**config.mk**
```make
export PLATFORM = sky130hd
export DESIGN_NAME = console_line_editor_flat
export DESIGN_NICKNAME = d
export VERILOG_FILES = /design/src/hdl/cle_pkg.sv /design/src/hdl/cle_if.sv /design/src/hdl/cle_decode.sv /design/src/hdl/cle_store.sv /design/src/hdl/console_line_editor.sv /design/src/flat_wrapper.sv
export VERILOG_INCLUDE_DIRS = /design/src /design/src/hdl
export SDC_FILE = /design/constraint.sdc
export NUM_CORES = 1
export LEC_CHECK = 0
export ABC_AREA = 1
export ABC_CLOCK_PERIOD_IN_PS = 2700
export BUFFER_PORTS_ARGS = -buffer_cell sky130_fd_sc_hd__buf_2
export CAP_MARGIN = 20
export CORE_MARGIN = 2
export CORE_UTILIZATION = 55
export CTS_CLUSTER_SIZE = 10
export DETAILED_ROUTE_END_ITERATION = 6
export GPL_ROUTABILITY_DRIVEN = 1
export PLACE_DENSITY_LB_ADDON = 0.2
export SETUP_SLACK_MARGIN = 0.3
export SLEW_MARGIN = 20
export SYNTH_ARGS = -nofsm -noshare
export SYNTH_HDL_FRONTEND = slang
export SYNTH_SLANG_ARGS = --single-unit
```
**constraint.sdc**
```tcl
create_clock -name i_clk -period 2.7 [get_ports i_clk]
set_input_delay 0.27 -clock i_clk [delete_from_list [all_inputs] [get_ports i_clk]]
set_output_delay 0.27 -clock i_clk [all_outputs]
set_load 0.01 [all_outputs]
```
**src/hdl/console_line_editor_macros.svh**
```systemverilog
// ---------------------------------------------------------------------------
// Assertion macros for the console line editor
// Short forms for same-cycle and next-cycle implication checks.
// ---------------------------------------------------------------------------
`ifndef CONSOLE_LINE_EDITOR_MACROS_SVH
`define CONSOLE_LINE_EDITOR_MACROS_SVH

// The consequent must hold in the same cycle as the antecedent.
`define CLE_ASSERT_SAME(lbl, clk, rst_n, ante, cons, msg) \
    lbl: assert property (@(posedge clk) disable iff (!rst_n) (ante) |-> (cons)) \
        else $error(msg);

// The consequent must hold in the cycle after the antecedent.
`define CLE_ASSERT_NEXT(lbl, clk, rst_n, ante, cons, msg) \
    lbl: assert property (@(posedge clk) disable iff (!rst_n) (ante) |=> (cons)) \
        else $error(msg);

`endif

```
**src/hdl/cle_pkg.sv**
```systemverilog
// ---------------------------------------------------------------------------
// Console line editor package
// Byte codes, result kinds, widths and shared types.
// ---------------------------------------------------------------------------
package cle_pkg;

    // Field widths of the result request.
    localparam int BYTE_W = 8;
    localparam int CHAR_W = 7;
    localparam int CNT_W  = 6;
    localparam int KIND_W = 2;

    // Result kinds.
    localparam logic [KIND_W-1:0] K_ECHO     = 2'd0;
    localparam logic [KIND_W-1:0] K_LINE     = 2'd1;
    localparam logic [KIND_W-1:0] K_TOO_LONG = 2'd2;

    // Character codes.
    localparam logic [BYTE_W-1:0] CH_BS    = 8'h08;
    localparam logic [BYTE_W-1:0] CH_LF    = 8'h0A;
    localparam logic [BYTE_W-1:0] CH_CR    = 8'h0D;
    localparam logic [BYTE_W-1:0] CH_SP    = 8'h20;
    localparam logic [BYTE_W-1:0] CH_TILDE = 8'h7E;
    localparam logic [BYTE_W-1:0] CH_DEL   = 8'h7F;

    // Class of a received byte.
    typedef enum logic [1:0] {
        C_NONE,
        C_PRINT,
        C_ERASE,
        C_EOL
    } t_cmd;

    // Write request into the line store.
    typedef struct packed {
        logic              en;
        logic [CNT_W-1:0]  addr;
        logic [CHAR_W-1:0] data;
    } t_store_wr;

endpackage

```
**src/hdl/cle_if.sv**
```systemverilog
// ---------------------------------------------------------------------------
// Console line editor channels
// Valid/ready channels for received bytes, results and configuration.
// ---------------------------------------------------------------------------

// Received byte channel.
interface cle_rx_if;
    logic       valid;
    logic       ready;
    logic [7:0] rx_byte;

    modport source (output valid, output rx_byte, input ready);
    modport sink   (input valid, input rx_byte, output ready);
endinterface

// Result channel.
interface cle_res_if;
    logic       valid;
    logic       ready;
    logic [1:0] kind;
    logic [7:0] data_byte;
    logic [5:0] line_length;
    logic       last;

    modport source (output valid, output kind, output data_byte, output line_length,
                    output last, input ready);
    modport sink   (input valid, input kind, input data_byte, input line_length,
                    input last, output ready);
endinterface

// Configuration write channel.
interface cle_cfg_if;
    logic valid;
    logic ready;
    logic echo_enable;

    modport source (output valid, output echo_enable, input ready);
    modport sink   (input valid, input echo_enable, output ready);
endinterface

```
**src/hdl/cle_decode.sv**
```systemverilog
// ---------------------------------------------------------------------------
// Byte classifier
// Sorts a received byte into printable, erase, line end or ignored.
// ---------------------------------------------------------------------------
module cle_decode
    import cle_pkg::*;
(
    input  logic [BYTE_W-1:0] i_byte,
    output t_cmd              o_cmd
);

    // Line ends, erase keys and the printable range; all else is ignored.
    always_comb begin
        case (i_byte) inside
            CH_CR, CH_LF:      o_cmd = C_EOL;
            CH_BS, CH_DEL:     o_cmd = C_ERASE;
            [CH_SP:CH_TILDE]:  o_cmd = C_PRINT;
            default:           o_cmd = C_NONE;
        endcase
    end

endmodule

```
**src/hdl/cle_store.sv**
```systemverilog
// ---------------------------------------------------------------------------
// Line store
// Single-port-write memory of line characters with a registered read.
// ---------------------------------------------------------------------------
module cle_store
    import cle_pkg::*;
#(
    parameter  int DEPTH = 31,
    localparam int AW    = $clog2(DEPTH)
) (
    input  logic              i_clk,
    input  t_store_wr         i_wr,
    input  logic [AW-1:0]     i_rd_addr,
    output logic [CHAR_W-1:0] o_rd_data
);

    logic [CHAR_W-1:0] r_mem [DEPTH];
    logic [CHAR_W-1:0] r_rd_data;

    // Write at the append position; read the addressed entry every cycle.
    always_ff @(posedge i_clk) begin
        if (i_wr.en) begin
            r_mem[i_wr.addr[AW-1:0]] <= i_wr.data;
        end
        r_rd_data <= r_mem[i_rd_addr];
    end

    assign o_rd_data = r_rd_data;

endmodule

```
**src/hdl/console_line_editor.sv**
```systemverilog
// ---------------------------------------------------------------------------
// Console line editor
// Builds a command line from received bytes, echoes edits and streams out
// the finished line through one shared result register.
// ---------------------------------------------------------------------------
//  Channel  | Dir | Payload                              | Handshake
//  i_rx     | in  | rx_byte                              | valid/ready
//  o_res    | out | kind, data_byte, line_length, last   | valid/ready
//  i_cfg    | in  | echo_enable                          | valid/ready, always ready
//
//  A byte is taken only in the idle state, once every result of the last byte
//  is in the result register; a byte without results leaves the block ready in
//  the next cycle. Echo and report results go straight to the result register;
//  line characters pass S_FETCH and S_LINE, since the store read is registered.
//  A stalled result register stalls the sequencer and, in turn, the input.
//  Reset clears the count and the overflow flag and sets echo_enable to one.
// ---------------------------------------------------------------------------
`include "console_line_editor_macros.svh"

module console_line_editor
    import cle_pkg::*;
#(
    parameter  int LINE_MAX = 32,
    localparam int DEPTH    = LINE_MAX - 1,
    localparam int AW       = $clog2(DEPTH)
) (
    input  logic      i_clk,
    input  logic      i_rst_n,
    cle_rx_if.sink    i_rx,
    cle_res_if.source o_res,
    cle_cfg_if.sink   i_cfg
);

    typedef enum logic [1:0] {
        S_IDLE,
        S_ECHO,
        S_FETCH,
        S_LINE
    } t_state;

    typedef enum logic [1:0] {
        J_CHAR,
        J_ERASE,
        J_TOO_LONG,
        J_CRLF
    } t_job;

    t_state              r_state, n_state;
    t_job                r_job, n_job;
    logic [1:0]          r_step, n_step;
    logic [AW-1:0]       r_idx, n_idx;
    logic [CNT_W-1:0]    r_count, n_count;
    logic [CNT_W-1:0]    r_len, n_len;
    logic                r_ovf, n_ovf;
    logic                r_echo, n_echo;
    logic [BYTE_W-1:0]   r_char, n_char;
    logic                r_out_valid, n_out_valid;
    logic [KIND_W-1:0]   r_kind, n_kind;
    logic [BYTE_W-1:0]   r_data, n_data;
    logic [CNT_W-1:0]    r_res_len, n_res_len;
    logic                r_last, n_last;

    t_cmd                rx_cmd;
    logic                rx_fire;
    logic                out_free;
    logic                line_last;
    t_store_wr           store_wr;
    logic [CHAR_W-1:0]   rd_data;

    cle_decode u_decode (
        .i_byte (i_rx.rx_byte),
        .o_cmd  (rx_cmd)
    );

    cle_store #(
        .DEPTH (DEPTH)
    ) u_store (
        .i_clk     (i_clk),
        .i_wr      (store_wr),
        .i_rd_addr (r_idx),
        .o_rd_data (rd_data)
    );

    // Handshakes.
    assign i_rx.ready  = (r_state == S_IDLE);
    assign i_cfg.ready = 1'b1;
    assign rx_fire     = i_rx.valid && i_rx.ready;
    assign out_free    = !r_out_valid || o_res.ready;
    assign line_last   = (CNT_W'(r_idx) == r_len - CNT_W'(1));

    // Append a printable byte while the line has room.
    always_comb begin
        store_wr.en   = rx_fire && (rx_cmd == C_PRINT) && (r_count < CNT_W'(DEPTH));
        store_wr.addr = r_count;
        store_wr.data = i_rx.rx_byte[CHAR_W-1:0];
    end

    // Sequencer: line state updates on a request and one result per free slot.
    always_comb begin
        n_state     = r_state;
        n_job       = r_job;
        n_step      = r_step;
        n_idx       = r_idx;
        n_count     = r_count;
        n_len       = r_len;
        n_ovf       = r_ovf;
        n_echo      = r_echo;
        n_char      = r_char;
        n_out_valid = r_out_valid && !o_res.ready;
        n_kind      = r_kind;
        n_data      = r_data;
        n_res_len   = r_res_len;
        n_last      = r_last;

        if (i_cfg.valid) begin
            n_echo = i_cfg.echo_enable;
        end

        case (r_state)
            S_IDLE: begin
                if (rx_fire) begin
                    n_step = 2'd0;
                    n_char = i_rx.rx_byte;
                    case (rx_cmd)
                        C_EOL: begin
                            if (r_ovf) begin
                                n_ovf   = 1'b0;
                                n_count = '0;
                                n_job   = J_TOO_LONG;
                                n_state = S_ECHO;
                            end else if (r_count != '0) begin
                                n_len   = r_count;
                                n_count = '0;
                                n_idx   = '0;
                                n_job   = J_CRLF;
                                n_state = r_echo ? S_ECHO : S_FETCH;
                            end
                        end
                        C_ERASE: begin
                            if (r_count != '0) begin
                                n_count = r_count - CNT_W'(1);
                                n_job   = J_ERASE;
                                if (r_echo) begin
                                    n_state = S_ECHO;
                                end
                            end
                        end
                        C_PRINT: begin
                            if (r_count < CNT_W'(DEPTH)) begin
                                n_count = r_count + CNT_W'(1);
                                n_job   = J_CHAR;
                                if (r_echo) begin
                                    n_state = S_ECHO;
                                end
                            end else begin
                                n_ovf = 1'b1;
                            end
                        end
                        default: begin
                        end
                    endcase
                end
            end

            S_ECHO: begin
                if (out_free) begin
                    n_out_valid = 1'b1;
                    n_kind      = K_ECHO;
                    n_res_len   = '0;
                    n_last      = 1'b1;
                    n_step      = r_step + 2'd1;
                    case (r_job)
                        J_CHAR: begin
                            n_data  = r_char;
                            n_state = S_IDLE;
                        end
                        J_TOO_LONG: begin
                            n_kind  = K_TOO_LONG;
                            n_data  = '0;
                            n_state = S_IDLE;
                        end
                        J_ERASE: begin
                            n_data = (r_step == 2'd1) ? CH_SP : CH_BS;
                            n_last = (r_step == 2'd2);
                            if (r_step == 2'd2) begin
                                n_state = S_IDLE;
                            end
                        end
                        J_CRLF: begin
                            n_data = (r_step == 2'd0) ? CH_CR : CH_LF;
                            n_last = 1'b0;
                            if (r_step == 2'd1) begin
                                n_state = S_FETCH;
                            end
                        end
                        default: begin
                            n_state = S_IDLE;
                        end
                    endcase
                end
            end

            // The store reads the current index in this cycle; S_LINE uses the data.
            S_FETCH: begin
                n_state = S_LINE;
            end

            S_LINE: begin
                if (out_free) begin
                    n_out_valid = 1'b1;
                    n_kind      = K_LINE;
                    n_data      = {1'b0, rd_data};
                    n_res_len   = r_len;
                    n_last      = line_last;
                    if (line_last) begin
                        n_state = S_IDLE;
                    end else begin
                        n_idx   = r_idx + AW'(1);
                        n_state = S_FETCH;
                    end
                end
            end

            default: begin
                n_state = S_IDLE;
            end
        endcase
    end

    // State and result register.
    always_ff @(posedge i_clk) begin
        if (!i_rst_n) begin
            r_state     <= S_IDLE;
            r_count     <= '0;
            r_ovf       <= 1'b0;
            r_echo      <= 1'b1;
            r_out_valid <= 1'b0;
        end else begin
            r_state     <= n_state;
            r_count     <= n_count;
            r_ovf       <= n_ovf;
            r_echo      <= n_echo;
            r_out_valid <= n_out_valid;
        end
        r_job     <= n_job;
        r_step    <= n_step;
        r_idx     <= n_idx;
        r_len     <= n_len;
        r_char    <= n_char;
        r_kind    <= n_kind;
        r_data    <= n_data;
        r_res_len <= n_res_len;
        r_last    <= n_last;
    end

    assign o_res.valid       = r_out_valid;
    assign o_res.kind        = r_kind;
    assign o_res.data_byte   = r_data;
    assign o_res.line_length = r_res_len;
    assign o_res.last        = r_last;

    // Checks on the line bookkeeping.
    `CLE_ASSERT_SAME(a_count_range, i_clk, i_rst_n, 1'b1, r_count <= CNT_W'(DEPTH), "line count beyond store depth")
    `CLE_ASSERT_NEXT(a_eol_starts_line, i_clk, i_rst_n, rx_fire && rx_cmd == C_EOL && !r_ovf && r_count != '0, r_count == '0 && r_state != S_IDLE, "line end did not start line output")
    `CLE_ASSERT_SAME(a_line_len_nonzero, i_clk, i_rst_n, r_out_valid && r_kind == K_LINE, r_res_len != '0, "line result with zero length")
    `CLE_ASSERT_NEXT(a_full_sets_ovf, i_clk, i_rst_n, rx_fire && rx_cmd == C_PRINT && r_count == CNT_W'(DEPTH), r_ovf, "full line did not set overflow")

endmodule

```
**src/flat_wrapper.sv**
```systemverilog
// flat-port wrapper written by rule: the top's interface ports become plain ports
module console_line_editor_flat import cle_pkg::*;
#(
    parameter  int LINE_MAX = 32,
    localparam int DEPTH    = LINE_MAX - 1,
    localparam int AW       = $clog2(DEPTH)
)
  (i_clk, i_rst_n, i_rx_valid, i_rx_rx_byte, i_rx_ready, o_res_valid, o_res_kind, o_res_data_byte, o_res_line_length, o_res_last, o_res_ready, i_cfg_valid, i_cfg_echo_enable, i_cfg_ready);
  cle_rx_if i_rx_i ();
  cle_res_if o_res_i ();
  cle_cfg_if i_cfg_i ();
  input  logic i_clk;
  input  logic i_rst_n;
  input wire logic [$bits(i_rx_i.valid)-1:0] i_rx_valid;
  input wire logic [$bits(i_rx_i.rx_byte)-1:0] i_rx_rx_byte;
  output wire logic [$bits(i_rx_i.ready)-1:0] i_rx_ready;
  output wire logic [$bits(o_res_i.valid)-1:0] o_res_valid;
  output wire logic [$bits(o_res_i.kind)-1:0] o_res_kind;
  output wire logic [$bits(o_res_i.data_byte)-1:0] o_res_data_byte;
  output wire logic [$bits(o_res_i.line_length)-1:0] o_res_line_length;
  output wire logic [$bits(o_res_i.last)-1:0] o_res_last;
  input wire logic [$bits(o_res_i.ready)-1:0] o_res_ready;
  input wire logic [$bits(i_cfg_i.valid)-1:0] i_cfg_valid;
  input wire logic [$bits(i_cfg_i.echo_enable)-1:0] i_cfg_echo_enable;
  output wire logic [$bits(i_cfg_i.ready)-1:0] i_cfg_ready;
  assign i_rx_i.valid = i_rx_valid;
  assign i_rx_i.rx_byte = i_rx_rx_byte;
  assign i_rx_ready = i_rx_i.ready;
  assign o_res_valid = o_res_i.valid;
  assign o_res_kind = o_res_i.kind;
  assign o_res_data_byte = o_res_i.data_byte;
  assign o_res_line_length = o_res_i.line_length;
  assign o_res_last = o_res_i.last;
  assign o_res_i.ready = o_res_ready;
  assign i_cfg_i.valid = i_cfg_valid;
  assign i_cfg_i.echo_enable = i_cfg_echo_enable;
  assign i_cfg_ready = i_cfg_i.ready;
  console_line_editor #(.LINE_MAX(LINE_MAX)) u_core (.i_clk(i_clk), .i_rst_n(i_rst_n), .i_rx(i_rx_i), .o_res(o_res_i), .i_cfg(i_cfg_i));
endmodule
```
==> results.ini <==
[outcome]
status=finished clean

[clock_tree]
clock_sinks=275
insertion_delay_ns=0.55
numCtsBuffers=31
clockRootBuffer=clkbuf_16
tritoncts=yes
htreeDepth=1
cts.path.max_buffers=3
clk_pin_slew_worst_paths_ns=0.05

[floorplanning]
initial_core_util_pct=55.47
die_y_um=148.9
io_pins=34
core_sq_um=20820
dieArea_sq_um=22170
rows=53
die_x_um=148.9

[final_layout]
layout.cells.non_filler=1368
drive_gt1_share_pct=16.50
final_util_pct=64.47
finish.net_count=1106
final_area_sq_um=13420
synthToLayoutAreaGrowth_pct=16.23

[logic_synthesis]
yosysTopAreaCell=edfxtp_1
yosysMostFrequentCell=edfxtp_1
synth-async-reset-ratio_pct=0
synthCells=987
synth_edf_count=257
ys_seq_area_share_pct=69.94
ys.flop_type=edfxtp_1
ys_types=40
synth_area_sq_um=11550
synth_seq_cells=275
synth_fp_nets=1014
syn_avg_cell_area_sq_um=11.70
yosysTopAreaCellShare_pct=66.82
ys_top_cells_by_area=edfxtp_1 (67%), nor2_1 (5.8%), o21ai_0 (5.0%), nand2_1 (3.9%), dfxtp_1 (3.1%)
ys_top_cells_by_count=edfxtp_1 (257), nor2_1 (180), nand2_1 (120), o21ai_0 (116), inv_1 (56)
ys_warn_count=0

[placed_design]
globalplace.congestion=0.9233
placed_area_sq_um=12550
dpl.hpwl_um=18930
portBuffers=32
pre_cts_slack_ns=-0.09266
post-place-cells=1318

[global_route]
met2_usage_pct=43.16
track_usage_pct=26.59
grt_pass1_vias=7633
grt_max_degree=110
gr-usage-met1_pct=38.11
busiest_layer=met2
grt.overflow.total=0
gr-usage-met3_pct=3.639
grt_pass1_wl_um=44240
antenna_found_initial=3

[sta]
holdWs_ns=0.007849
timing.final.crit_share_pct=81.87
rsz0062_at_grt=no
fin_crit_ns=2.210
slew_headroom_pct=52.94
finalClockSkew_ns=0.01053
final-hold-violation-count=0
worstMarginPinSlew_ns=0.7043
max_freq_mhz=452.4
layout_setup_ws_ns=0.4896
drv_slew=0
tns_ns=0
setup_violations=0

[run]
max_cap_violations=0

[power]
ir_drop_v=0.0005228
powerDensity_nw_per_um2=665.3
total_power_mw=8.931
p_leak_nw=4.827

[critical_path]
arrival_ns=2.44
worstPathMaxFanout=7
critPathCaptureType=flop
critical_path_class=input port to flop
r2r_slack_ns=0.51
start_kind=input port
cp.required_ns=2.93

[detailed_routing]
viasPerCell=5.811
route.detailed.drc=0
via_count=7949
drtAntennaViolNets=0
wl_per_cell_um=21.25
routed_wl_um=29070
drt-pass1-iter-count=5
drtIter0Drc=798

[hold_path]
hp-class=input port to flop

==> power breakdown <==
part / leakage, nW / switching (mW) / internal, mW / total [mW]
clock network: 0.401 / 1.54 / 2.07 / 3.60
logic: 1.95 / 0.363 / 0.172 / 0.535
registers: 2.47 / 0.0411 / 4.75 / 4.79
total: 4.83 / 1.94 / 6.99 / 8.93
==> metal layers <==
| layer | up-vias | wire length [um] |
|---|---|---|
| li1 | 3704 | - |
| met3 | 52 | 2049 |
| met4 | 2 | 720 |
| met5 | - | 7 |
| met2 | 331 | 14030 |
| met1 | 3860 | 12260 |
==> worst max-delay path: stages <==
cell     delay (ns)
buf_2          0.17
nor2_1         0.08
nand2_1        0.08
nor2_1         0.06
nor2_2         0.13
inv_1          0.08
o31ai_2        0.22
ha_2           0.22
inv_1          0.08
nor3_2         0.20
inv_2          0.08
nor2_4         0.20
nand3_2        0.27
nor2_4         0.27
==> placed cells by master (no fill, tap or decap), drive strengths merged, types with 12 or more instances in the layout <==
cell and count:
a21oi 26, buf 105, clkbuf 44, dfxtp 18
edfxtp 257, ha 12, inv 63, nand2 123
nand3 40, nand4 13, nor2 185, o211ai 12
o21ai 119, o221ai 20, o22ai 28
==> state kept, by name, summed over array words and instances, names as in the netlist, 5 cells and up <==
signal	flops
u_core.u_store.o_rd_data	7
u_core.o_res.data_byte	8
u_core.u_store.r_mem	217
u_core.o_res.line_length	6
u_core.r_idx	5
u_core.r_char	8
u_core.r_len	6
u_core.r_count	6
==> cell type report <==
class	count	area, sq um
Sequential cell	275	8078
Fill cell	1567	7398
Multi-Input combinational cell	599	3103
Clock buffer	44	824.5
Timing Repair Buffer	107	815.8
Tap cell	275	344.1
Inverter	65	249.0
Clock inverter	1	5.005
Antenna cell	2	5.005
==> worst paths after layout <==
kind | from | to | cells past startpoint
setup reg to reg | u_core.r_len[0] | u_core.r_idx[4] | 13
hold / removal | i_rst_n | u_core.r_state[0] | 3
hold reg to reg | u_core.r_ovf | u_core.r_ovf | 2
setup / recovery | i_rx_rx_byte[5] | u_core.u_store.r_mem[10][1] | 14
==> logic make-up (layout without fill, tap and decap cells) <==
kind of cell,Yosys count,count (layout),share of synthesized area [%]
flip-flops,275,275,69.94
XOR/XNOR,5,5,0.3791
AND/OR/NAND/NOR,368,368,13.63
other,1,3,0.03247
AO/OA/AOI/OAI,212,212,10.53
adder cells (fa/ha/maj),13,13,1.473
buffers and inverters,113,217,4.019
==> what timing repair did <==
action                                  CTS  global route
setup buffers                             0             1
gates resized for setup                   0             2
hold endpoints to repair                  1             0
hold buffers                              2             0
endpoints found under the setup margin    0            53
Power figures use the tool's default switching activity.
